===== config.mk =====
export PLATFORM = sky130hd
export DESIGN_NAME = dxt1_block_decoder_flat
export DESIGN_NICKNAME = d
export VERILOG_FILES = /design/src/hw/rtl/dxt1_pkg.sv /design/src/hw/rtl/dxt1_if.sv /design/src/hw/rtl/dxt1_seq.sv /design/src/hw/rtl/dxt1_color_pipe.sv /design/src/hw/rtl/dxt1_block_decoder.sv /design/src/flat_wrapper.sv
export VERILOG_INCLUDE_DIRS = /design/src /design/src/hw/rtl
export SDC_FILE = /design/constraint.sdc
export NUM_CORES = 1
export LEC_CHECK = 0
export BUFFER_PORTS_ARGS = -buffer_cell sky130_fd_sc_hd__buf_2
export CAP_MARGIN = 20
export CELL_PAD_IN_SITES_DETAIL_PLACEMENT = 1
export CELL_PAD_IN_SITES_GLOBAL_PLACEMENT = 2
export CORE_MARGIN = 4
export CORE_UTILIZATION = 43
export CTS_BUF_LIST = sky130_fd_sc_hd__clkbuf_4 sky130_fd_sc_hd__clkbuf_8
export CTS_CLUSTER_SIZE = 16
export DETAILED_ROUTE_END_ITERATION = 6
export PLACE_DENSITY = 0.84
export SETUP_SLACK_MARGIN = 0.1
export SLEW_MARGIN = 30
export SYNTH_ARGS = -nofsm -noshare
export SYNTH_HDL_FRONTEND = slang
export SYNTH_SLANG_ARGS = --single-unit

===== constraint.sdc =====
create_clock -name clk -period 6.2 [get_ports clk]
set_clock_uncertainty 0.15 [all_clocks]
set_input_delay 1.24 -clock clk [delete_from_list [all_inputs] [get_ports clk]]
set_output_delay 1.24 -clock clk [all_outputs]
set_load 0.03 [all_outputs]

===== src/hw/rtl/assert_macros.svh =====
// Assertion macros of the DXT1 decoder, included by dxt1_block_decoder.
// Depends on a clock named clk and an active-low reset named arst_n in scope.
`ifndef ASSERT_MACROS_SVH
`define ASSERT_MACROS_SVH

// Same-cycle implication, disabled while reset is asserted.
`define DXT_ASSERT_IMP(label, ante, cons, msg) \
	label: assert property (@(posedge clk) disable iff (!arst_n) (ante) |-> (cons)) \
		else $error(msg);

// Next-cycle implication, disabled while reset is asserted.
`define DXT_ASSERT_NXT(label, ante, cons, msg) \
	label: assert property (@(posedge clk) disable iff (!arst_n) (ante) |=> (cons)) \
		else $error(msg);

`endif


===== src/hw/rtl/dxt1_pkg.sv =====
// Types, codes and helper functions of the DXT1 block decoder.
// No dependencies; used by dxt1_seq, dxt1_color_pipe and dxt1_block_decoder.
package dxt1_pkg;

	typedef logic [7:0] chan_t;
	typedef chan_t [2:0] rgb_t;

	localparam int RED   = 2;
	localparam int GREEN = 1;
	localparam int BLUE  = 0;

	localparam logic [1:0] CODE_E0  = 2'd0;
	localparam logic [1:0] CODE_E1  = 2'd1;
	localparam logic [1:0] CODE_MID = 2'd2;
	localparam logic [1:0] CODE_LOW = 2'd3;

	localparam logic [3:0] LAST_IDX = 4'd15;

	// floor(x / 3) == (x * 683) >> 11 for every x up to 3 * 248.
	localparam logic [19:0] DIV3_MUL = 20'd683;
	localparam int          DIV3_SHIFT = 11;

	typedef enum logic [1:0] {
		OP_PASS,
		OP_DIV2,
		OP_DIV3
	} op_t;

	// One pixel request from the sequencer to the color pipeline.
	typedef struct packed {
		rgb_t       e0;
		rgb_t       e1;
		logic       four;
		logic [1:0] code;
		logic [3:0] idx;
	} pix_req_t;

	// RGB565 to RGB888 by a plain left shift, no bit replication.
	function automatic rgb_t widen565(input logic [15:0] c);
		rgb_t w;
		w[RED]   = {c[15:11], 3'b000};
		w[GREEN] = {c[10:5], 2'b00};
		w[BLUE]  = {c[4:0], 3'b000};
		return w;
	endfunction

endpackage


===== src/hw/rtl/dxt1_if.sv =====
// Handshake interfaces of the DXT1 decoder: block input and pixel output.
// No dependencies.
interface dxt1_blk_if;
	logic        valid;
	logic        ready;
	logic [63:0] block_data;

	modport source(output valid, output block_data, input ready);
	modport sink(input valid, input block_data, output ready);
endinterface

interface dxt1_pix_if;
	logic       valid;
	logic       ready;
	logic [7:0] red;
	logic [7:0] green;
	logic [7:0] blue;
	logic [1:0] pixel_col;
	logic [1:0] pixel_row;
	logic       last_pixel;

	modport source(output valid, output red, output green, output blue,
		output pixel_col, output pixel_row, output last_pixel, input ready);
	modport sink(input valid, input red, input green, input blue,
		input pixel_col, input pixel_row, input last_pixel, output ready);
endinterface


===== src/hw/rtl/dxt1_seq.sv =====
// Block register and pixel sequencer: holds one block and issues its 16 pixels.
// Depends on dxt1_pkg and dxt1_blk_if.
module dxt1_seq (
	input  logic              clk,
	input  logic              arst_n,
	dxt1_blk_if.sink          blk,
	output logic              req_valid,
	input  logic              req_ready,
	output dxt1_pkg::pix_req_t req
);

	logic                busy_q;
	logic [3:0]          cnt_q;
	logic [31:0]         codes_q;
	dxt1_pkg::rgb_t      e0_q;
	dxt1_pkg::rgb_t      e1_q;
	logic                four_q;
	logic                req_fire;
	logic                blk_fire;
	logic                on_last;

	assign req_fire = req_valid && req_ready;
	assign on_last  = (cnt_q == dxt1_pkg::LAST_IDX);
	// A new block loads in the same cycle the last pixel of the current one leaves.
	assign blk.ready = !busy_q || (on_last && req_ready);
	assign blk_fire  = blk.valid && blk.ready;

	always_ff @(posedge clk or negedge arst_n) begin
		if (!arst_n) begin
			busy_q <= 1'b0;
			cnt_q  <= '0;
		end else begin
			if (blk_fire) begin
				busy_q <= 1'b1;
				cnt_q  <= '0;
			end else if (req_fire) begin
				if (on_last) begin
					busy_q <= 1'b0;
				end
				cnt_q <= cnt_q + 4'd1;
			end
		end
	end

	always_ff @(posedge clk) begin
		if (blk_fire) begin
			e0_q    <= dxt1_pkg::widen565(blk.block_data[15:0]);
			e1_q    <= dxt1_pkg::widen565(blk.block_data[31:16]);
			four_q  <= (blk.block_data[15:0] > blk.block_data[31:16]);
			codes_q <= blk.block_data[63:32];
		end else if (req_fire) begin
			codes_q <= {2'b00, codes_q[31:2]};
		end
	end

	assign req_valid = busy_q;
	assign req.e0    = e0_q;
	assign req.e1    = e1_q;
	assign req.four  = four_q;
	assign req.code  = codes_q[1:0];
	assign req.idx   = cnt_q;

endmodule


===== src/hw/rtl/dxt1_color_pipe.sv =====
// Three-stage color pipeline: operand select, divide-by-constant, output register.
// Depends on dxt1_pkg and dxt1_pix_if.
module dxt1_color_pipe (
	input  logic               clk,
	input  logic               arst_n,
	input  logic               req_valid,
	output logic               req_ready,
	input  dxt1_pkg::pix_req_t req,
	dxt1_pix_if.source         pix
);

	logic                 v_s1, v_s2, v_s3;
	logic                 adv1, adv2, adv3;
	logic [2:0][9:0]      sum_d, sum_s1;
	dxt1_pkg::op_t        op_d, op_s1;
	logic [3:0]           idx_s1, idx_s2, idx_s3;
	logic [2:0][18:0]     val_d, val_s2;
	dxt1_pkg::rgb_t       rgb_d, rgb_s3;

	// Stall chain: a stage moves when it is empty or the stage after it moves.
	assign adv3      = !v_s3 || pix.ready;
	assign adv2      = !v_s2 || adv3;
	assign adv1      = !v_s1 || adv2;
	assign req_ready = adv1;

	always_ff @(posedge clk or negedge arst_n) begin
		if (!arst_n) begin
			v_s1 <= 1'b0;
			v_s2 <= 1'b0;
			v_s3 <= 1'b0;
		end else begin
			if (adv1) v_s1 <= req_valid;
			if (adv2) v_s2 <= v_s1;
			if (adv3) v_s3 <= v_s2;
		end
	end

	// Stage 1: pick the endpoint sum that the code asks for.
	always_comb begin
		op_d = dxt1_pkg::OP_PASS;
		for (int ch = 0; ch < 3; ch++) begin
			sum_d[ch] = '0;
		end
		case (req.code)
			dxt1_pkg::CODE_E0: begin
				op_d = dxt1_pkg::OP_PASS;
				for (int ch = 0; ch < 3; ch++) sum_d[ch] = {2'b00, req.e0[ch]};
			end
			dxt1_pkg::CODE_E1: begin
				op_d = dxt1_pkg::OP_PASS;
				for (int ch = 0; ch < 3; ch++) sum_d[ch] = {2'b00, req.e1[ch]};
			end
			dxt1_pkg::CODE_MID: begin
				if (req.four) begin
					op_d = dxt1_pkg::OP_DIV3;
					for (int ch = 0; ch < 3; ch++)
						sum_d[ch] = {1'b0, req.e0[ch], 1'b0} + {2'b00, req.e1[ch]};
				end else begin
					op_d = dxt1_pkg::OP_DIV2;
					for (int ch = 0; ch < 3; ch++)
						sum_d[ch] = {2'b00, req.e0[ch]} + {2'b00, req.e1[ch]};
				end
			end
			default: begin
				if (req.four) begin
					op_d = dxt1_pkg::OP_DIV3;
					for (int ch = 0; ch < 3; ch++)
						sum_d[ch] = {2'b00, req.e0[ch]} + {1'b0, req.e1[ch], 1'b0};
				end else begin
					// Three-color mode: the last code is black.
					op_d = dxt1_pkg::OP_PASS;
				end
			end
		endcase
	end

	always_ff @(posedge clk) begin
		if (adv1) begin
			sum_s1 <= sum_d;
			op_s1  <= op_d;
			idx_s1 <= req.idx;
		end
	end

	// Stage 2: every result is formed as a fixed-point value with 11 fraction bits.
	always_comb begin
		logic [19:0] prod;
		for (int ch = 0; ch < 3; ch++) begin
			prod = 20'(sum_s1[ch]) * dxt1_pkg::DIV3_MUL;
			case (op_s1)
				dxt1_pkg::OP_DIV3: val_d[ch] = prod[18:0];
				dxt1_pkg::OP_DIV2: val_d[ch] = {sum_s1[ch][8:1], 11'd0};
				default:           val_d[ch] = {sum_s1[ch][7:0], 11'd0};
			endcase
		end
	end

	always_ff @(posedge clk) begin
		if (adv2) begin
			val_s2 <= val_d;
			idx_s2 <= idx_s1;
		end
	end

	// Stage 3: drop the fraction bits into the output register.
	always_comb begin
		for (int ch = 0; ch < 3; ch++) begin
			rgb_d[ch] = val_s2[ch][18:dxt1_pkg::DIV3_SHIFT];
		end
	end

	always_ff @(posedge clk) begin
		if (adv3) begin
			rgb_s3 <= rgb_d;
			idx_s3 <= idx_s2;
		end
	end

	assign pix.valid      = v_s3;
	assign pix.red        = rgb_s3[dxt1_pkg::RED];
	assign pix.green      = rgb_s3[dxt1_pkg::GREEN];
	assign pix.blue       = rgb_s3[dxt1_pkg::BLUE];
	assign pix.pixel_col  = idx_s3[1:0];
	assign pix.pixel_row  = idx_s3[3:2];
	assign pix.last_pixel = (idx_s3 == dxt1_pkg::LAST_IDX);

endmodule


===== src/hw/rtl/dxt1_block_decoder.sv =====
// Channel  Direction  Payload
// blk      in         block_data[63:0]: color0, color1, sixteen 2-bit codes
// pix      out        red, green, blue, pixel_col, pixel_row, last_pixel
//
// One block yields sixteen pixel results, one per cycle while pix does not stall;
// the sequencer issues one pixel per cycle and takes the next block as the last
// pixel of the current one leaves it. After a block is accepted, its first pixel
// passes the endpoint-sum, quotient and output registers before it is offered on pix.
// arst_n clears all valid bits and the sequencer; payload registers are not reset.
// A stall on pix holds full stages that cannot move on; nothing is lost or repeated.
//
// Top level of the DXT1 decoder; depends on dxt1_pkg, dxt1_if, dxt1_seq,
// dxt1_color_pipe and assert_macros.svh.
`include "assert_macros.svh"

module dxt1_block_decoder (
	input  logic       clk,
	input  logic       arst_n,
	dxt1_blk_if.sink   blk,
	dxt1_pix_if.source pix
);

	// The sequencer holds the block and issues one pixel request per cycle while
	// the color pipeline is ready for it. The pipeline registers the selected endpoint
	// sum, then the fixed-point quotient, then the final color in the output register.
	logic               req_valid;
	logic               req_ready;
	dxt1_pkg::pix_req_t req;

	dxt1_seq u_seq (
		.clk       (clk),
		.arst_n    (arst_n),
		.blk       (blk),
		.req_valid (req_valid),
		.req_ready (req_ready),
		.req       (req)
	);

	dxt1_color_pipe u_pipe (
		.clk       (clk),
		.arst_n    (arst_n),
		.req_valid (req_valid),
		.req_ready (req_ready),
		.req       (req),
		.pix       (pix)
	);

	// A freshly accepted block starts at its first pixel.
	`DXT_ASSERT_NXT(a_blk_starts_at_zero, blk.valid && blk.ready, req_valid && req.idx == 4'd0, "accepted block does not start at pixel zero")
	// Pixels of one block are issued in order with no gaps in the index.
	`DXT_ASSERT_NXT(a_idx_steps, req_valid && req_ready && req.idx != dxt1_pkg::LAST_IDX, req_valid && req.idx == $past(req.idx) + 4'd1, "pixel index skipped or repeated")
	// No new block is taken while the current one is mid-way.
	`DXT_ASSERT_IMP(a_no_early_load, req_valid && req.idx != dxt1_pkg::LAST_IDX, !blk.ready, "block input ready while a block is in progress")

endmodule

===== src/flat_wrapper.sv =====
// flat-port wrapper written by rule: the top's interface ports become plain ports
module dxt1_block_decoder_flat 
  (clk, arst_n, blk_valid, blk_block_data, blk_ready, pix_valid, pix_red, pix_green, pix_blue, pix_pixel_col, pix_pixel_row, pix_last_pixel, pix_ready);
  dxt1_blk_if blk_i ();
  dxt1_pix_if pix_i ();
  input  logic clk;
  input  logic arst_n;
  input wire logic [$bits(blk_i.valid)-1:0] blk_valid;
  input wire logic [$bits(blk_i.block_data)-1:0] blk_block_data;
  output wire logic [$bits(blk_i.ready)-1:0] blk_ready;
  output wire logic [$bits(pix_i.valid)-1:0] pix_valid;
  output wire logic [$bits(pix_i.red)-1:0] pix_red;
  output wire logic [$bits(pix_i.green)-1:0] pix_green;
  output wire logic [$bits(pix_i.blue)-1:0] pix_blue;
  output wire logic [$bits(pix_i.pixel_col)-1:0] pix_pixel_col;
  output wire logic [$bits(pix_i.pixel_row)-1:0] pix_pixel_row;
  output wire logic [$bits(pix_i.last_pixel)-1:0] pix_last_pixel;
  input wire logic [$bits(pix_i.ready)-1:0] pix_ready;
  assign blk_i.valid = blk_valid;
  assign blk_i.block_data = blk_block_data;
  assign blk_ready = blk_i.ready;
  assign pix_valid = pix_i.valid;
  assign pix_red = pix_i.red;
  assign pix_green = pix_i.green;
  assign pix_blue = pix_i.blue;
  assign pix_pixel_col = pix_i.pixel_col;
  assign pix_pixel_row = pix_i.pixel_row;
  assign pix_last_pixel = pix_i.last_pixel;
  assign pix_i.ready = pix_ready;
  dxt1_block_decoder u_core (.clk(clk), .arst_n(arst_n), .blk(blk_i), .pix(pix_i));
endmodule

Yosys cells after proc, flatten, opt, wreduce, memory -nomap -nowiden
Cells that the tools add are included.
{ "op_classes": {"magnitude_cmp": 1, "eq_ne": 6, "shift": 0, "addsub": 10, "n_bitwise": 0, "muxes": 16, "div": 0, "n_mul": 3, "reduce_logical": 16} }
{ "ops": {"columns": ["operator", "count"], "rows": [
  ["$pmux 19 s2", 3],
  ["$pmux 30 s3", 1],
  ["$mux 32", 2],
  ["$mux 30", 2],
  ["$mul 10x10->19 const B", 3],
  ["$add 8x9->10", 3],
  ["$add 9x8->10", 3],
  ["$add 8x8->9", 3],
  ["$gt 16x16->1", 1],
  ["$eq 4x4->1 const B", 2],
  ["$mux 4", 2],
  ["$add 4x1->4 const B", 1],
  ["$eq 2x1->1 const B", 2],
  ["$eq 2x2->1 const B", 2],
  ["$logic_not 1->1", 4],
  ["$logic_or 1x1->1", 4],
  ["$mux 2", 2],
  ["$pmux 2 s2", 1],
  ["$reduce_bool 2->1", 2],
  ["$logic_and 1x1->1", 3],
  ["$mux 1", 3],
  ["$logic_not 2->1", 1],
  ["$reduce_and 2->1", 1],
  ["$reduce_or 2->1", 1]
]} }
{ "totals": {"wordCells": 78, "latchBits": 0, "rom_bits": 0, "in_bits": 68, "memories": 0, "mem_bits_rw": 0, "output_inout_bits": 31, "reg_bits": 198} }

Depth between registers and ports, before layout
{ "logic_depth": {"depth_word": 9, "depth_mapped": 15, "mapped_depth_nobuf": 15} }

Hierarchy
From an unflattened synthesis, not the netlist that was laid out.
{ "unflattened": {"hier_cells": 1389, "hier_area_um2": 14855.5} }
{ "by_module_without_submodules": {"columns": ["module", "cells_each", "instances", "area_each_um2", "seq_area_each_um2"], "rows": [
  ["dxt1_color_pipe", 1190, 1, 11698.7, 2837.7],
  ["dxt1_seq", 199, 1, 3156.8, 2077.0]
]} }

Least setup slack after synthesis
OpenSTA, ideal clock, no wires.
{ "synth_path": {"path_kind": "register -> register", "from": "reg u_core.u_pipe.sum_s1[12] (netlist name)", "to": "reg u_core.u_pipe.val_s2, in the netlist u_core.u_pipe.rgb_d[15] (data pin)", "n_path_buf": 0, "period_less_slack_ps": 4345, "setup_ps": 275, "path_slack_ps": 1855, "path_stages_with_launch": 16, "arrival_ps": 3920, "cell_sequence": "edfxtp_1 -> ha_1 -> ha_1 -> fa_1 -> inv_1 -> fa_1 -> inv_1 -> ha_1 -> ha_1 -> a21o_1 -> a21oi_2 -> o21bai_2 -> a41o_1 -> nor3_2 -> xnor2_1 -> o221ai_1"} }
{ "synth_lines": {"columns": ["item", "line", "text"], "rows": [
  ["start, declared", "dxt1_color_pipe.sv:14", "logic [2:0][9:0] sum_d, sum_s1;"],
  ["start signal, assigned", "dxt1_color_pipe.sv:79", "sum_s1 <= sum_d;"],
  ["end signal, assigned", "dxt1_color_pipe.sv:100", "val_s2 <= val_d;"],
  ["end, declared", "dxt1_color_pipe.sv:17", "logic [2:0][18:0] val_d, val_s2;"]
]} }

==> metrics.md <==
| Metric | Value |
|---|---|
| Run status | completed |
| Worst path slowest cell | fa_1 |
| Critical Path, Cell by Cell | ha_1 > ha_1 > fa_1 > inv_1 > fa_1 > inv_1 > ha_1 > ha_1 > a21o_1 > a21oi_2 > o21bai_2 > a41o_1 > nor3_2 > xnor2_1 > o221ai_1 |
| Vias in the first global route | approximately 8.5k |
| Area Overhead vs Synth | 10.7% |
| Post-synthesis sequential area ratio | 39.0% |
| Pins over their slew limit | 0 |
| PwrDens | about 440 nW/µm² |
| Min-delay worst type | flip-flop to flip-flop |
| Final Hold Violating Endpoints | 0 |
| Core ar. | about 27000 µm² |
| Critical path type | flip-flop to flip-flop |
| Mapped Area | 12000 µm² |
| # resized after CTS | 0 |
| GR Util All Layers | 17.6% |
| CTS Buf Count | 17 |
| Pre-CTS WS | approximately 1.6 ns |
| Overflow after GRT | 0 |
| Cell taking the most area after synthesis | edfxtp_1 |
| H-tree Lvls | 4 |
| Max incr delay on CP | 0.54 ns |
| Startpoint Class | flip-flop |
| Io pins | about 100 |
| Final worst slack | approximately 1.5 ns |
| Vias | 7892 |
| Tightest Pin Transition | 0.959 ns |
| WL/cell | around 18 µm |
| Critical path's most frequent cell | ha_1 |
| Fillers | 2920 |
| Reg2reg path depth | 15 |
| Pin count of the biggest net entering global routing | 69 |
| Post-CTS Hold Buffers | 0 |
| Crit-path max FO | 5 |
| Synth Flop Type | edfxtp_1 |
| Static Leakage | 6.04 nW |
| Tcrit/Tclk final | roughly 75% |
| Multi-input gate area | around 6800 µm² |
| CTS tree | done |
| Syn_area_per_cell | 12.0 µm² |
| DRC Markers | 0 |
| FF-to-FF setup slack | 1.53 ns |
| Clock Latency Late Sink | 0.46 ns |
| Rows | 60 |
| DIE HEIGHT | about 170 µm |
| Initial antenna violation count | 0 |
| Tightest slew margin relative to the limit | 36.1% |
| Ys async rst share | 5.10% |
| Syn Nets | 1321 |
| Layout cells sized above 1 | 17.4% |
| Clock root cell | clkbuf_8 |
| Via-to-Cell Ratio | 5.32 |
| Fin nets | between 1k and 1.5k |
| Half-perimeter wire length after placement | approximately 21000 µm |
| Reg2reg end | u_core.u_pipe.rgb_d[15] |
| Horiz. Die Dim | 175 µm |
| RSZ-0062 raised after global routing | false |
| Critical Path RT | 6.24 ns |
| Worst Setup End Kind | flip-flop |
| Mapped Cells | 1002 |
| Seq cells post-synth | 157 |
| Initial Util | 44.1% |
| Final Critical Period | 4.67 ns |
| Yosys cell types | 65 |
| Post-DRT Antenna Nets | 0 |
| 1st-pass router iterations | 4 |
| Yosys top cell area share | between 30% and 40% |
| Post-synth EDFFs | 149 |
| R2r startpoint | u_core.u_pipe.sum_s1[12] |
| CP Data Arrival Time | 4.71 ns |
| Routed wire length | between 20000 and 30000 µm |
| Worst setup startpoint | u_core.u_pipe.sum_s1[12] |
| First-pass GRT wire length | approximately 44000 µm |
| CP bufs+invs | 2 |
| Register area | 4670 µm² |
| Main area contributors after synthesis | edfxtp_1 (37%), ha_1 (22%), fa_1 (6.7%) |
| Maximum clock insertion buffer count | 2 |
| Detailed Route Iter0 Violations | 305 |
| Post-CTS Setup Inserts | 0 |
| Critical Path End | u_core.u_pipe.rgb_d[15] |
| Post-Route Setup TNS | 0 ns |
| Port bufs | slightly below 100 |
| Fmax | 0.214 GHz |
| Worst path depth | 15 |
| RePlAce Congestion | 0.821 |
| Reg clk slew, reported paths | between 0.1 and 0.15 ns |
| Number of synthesis warnings | 0 |
| Number of antenna cells inserted | 0 |
| CTS Sinks | approximately 160 |
| Final setup vio count | 0 |
| Die area | 30600 µm² |
| Maximum vdd ir drop | 0.178 mV |
| Max-cap violations | 0 |
| CP top delay family | adder cells |
==> worst min-delay path by stage <==
stage	cells past startpoint	slack, ns	startpoint	end
after floorplan	0	0.25	u_core.u_pipe.idx_s1[0]	u_core.u_pipe.idx_s2[0]
after global placement	0	0.25	u_core.u_pipe.rgb_d[12]	u_core.u_pipe.pix.green[4]
after detailed placement	0	0.26	u_core.u_pipe.rgb_d[6]	u_core.u_pipe.pix.blue[6]
after CTS	0	0.27	u_core.u_pipe.rgb_d[3]	u_core.u_pipe.pix.blue[3]
after global routing	0	0.27	u_core.u_pipe.rgb_d[3]	u_core.u_pipe.pix.blue[3]
final	0	0.27	u_core.u_pipe.rgb_d[3]	u_core.u_pipe.pix.blue[3]
==> layout make-up <==
cell class / count / area share, %
Clock inverter: 14 / 1.30
Sequential cell: 157 / 35.2
Inverter: 99 / 2.80
Tap cell: 372 / 3.51
Multi-Input combinational cell: 721 / 51.2
Timing Repair Buffer: 103 / 4.07
Clock buffer: 18 / 1.87
==> Yosys cell counts (3+ instances only) <==
library cell and number:
a21boi_0 3, buf_6 4, a21oi_1 47, edfxtp_1 149
a211oi_1 6, ha_1 211, nand3_1 6, nor2_1 32
clkbuf_1 16, dfrtp_1 8, mux2_2 9, o21ai_0 26
nand4_1 11, xnor2_1 37, fa_1 40, inv_1 99
mux2_4 24, o21ai_1 8, nor2b_1 21, o21a_1 9
and2_1 4, o21bai_1 3, a221o_1 4, a22oi_1 9
nor3_1 8, xor2_1 25, and3_1 6, a21o_1 33
a211oi_2 3, nand2_1 58, a21oi_2 4, o221ai_1 15
nand2b_1 8, o211ai_1 9, mux2i_1 12
==> cell usage in the layout, fill, tap and decap left out, types with 15 or more instances in the layout <==
master,netlist,layout
mux2_4,24,24
a21oi_1,47,47
a21o_1,33,33
edfxtp_1,149,149
fa_1,40,40
inv_1,99,98
ha_1,211,210
nor2_1,32,32
nor2b_1,21,21
o21ai_0,26,26
xnor2_1,37,37
nand2_1,58,58
xor2_1,25,25
o221ai_1,15,15
clkbuf_8,0,18
buf_2,2,98
==> state kept, by name, indices dropped and copies added, names as in the netlist, 2 cells and up <==
signal	flops
u_core.u_pipe.op_s1	2
u_core.u_pipe.pix.red	8
u_core.u_pipe.rgb_d	24
u_core.u_pipe.idx_s2	4
u_core.u_seq.req	32
u_core.u_pipe.idx_s1	4
u_core.u_seq.codes_q	32
u_core.u_pipe.pix.green	8
u_core.u_seq.cnt_q	4
u_core.u_pipe.sum_s1	22
u_core.u_pipe.idx_s3	4
u_core.u_pipe.pix.blue	8
==> metrics by stage <==
step	utilization, %	total power, mW	hold slack, ns	cells	area (µm²)
floorplan	-	4.29	0.250	1002	12000
CTS	48.7	5.88	0.270	1483	13200
global placement	47.2	4.90	0.252	1451	12800
detailed placement	47.2	5.01	0.256	1451	12800
global route	48.8	6.42	0.272	1484	13300
finish	48.8	5.80	0.267	1484	13300
==> kinds of logic (layout without fill, tap and decap cells) <==
family	after synthesis	count (layout)	share of synthesized area [%]
compound gates	199	199	11.8
xor+xnor	62	62	4.53
fa+ha+maj	251	251	28.7
simple gates	164	164	6.74
buf+inv	124	234	4.40
mux	45	45	4.85
flops	157	157	39.0
==> per-layer routing <==
metal / share of wire, % / wire (µm) / GRT usage [%]
met1: 49 / 12700 / 25.2
met3: 3.7 / 953 / 2.83
met4: 1.2 / 313 / 3.96
met5: 0 / 0 / 0
met2: 47 / 12100 / 28.4
==> power by group <==
| part | internal [mW] | leakage, nW | switching (mW) |
|---|---|---|---|
| clock network | 0.318 | 0.202 | 0.484 |
| registers | 1.42 | 1.54 | 0.130 |
| logic | 1.49 | 4.30 | 1.96 |
==> worst reg2reg max path, stage by stage (launching register included) <==
cell	delay, ns
edfxtp_1	0.50
ha_1	0.40
ha_1	0.32
fa_1	0.53
inv_1	0.06
fa_1	0.54
inv_1	0.04
ha_1	0.29
ha_1	0.38
a21o_1	0.20
a21oi_2	0.25
o21bai_2	0.11
a41o_1	0.24
nor3_2	0.12
xnor2_1	0.14
o221ai_1	0.14
(Power assumes the default switching activity.)
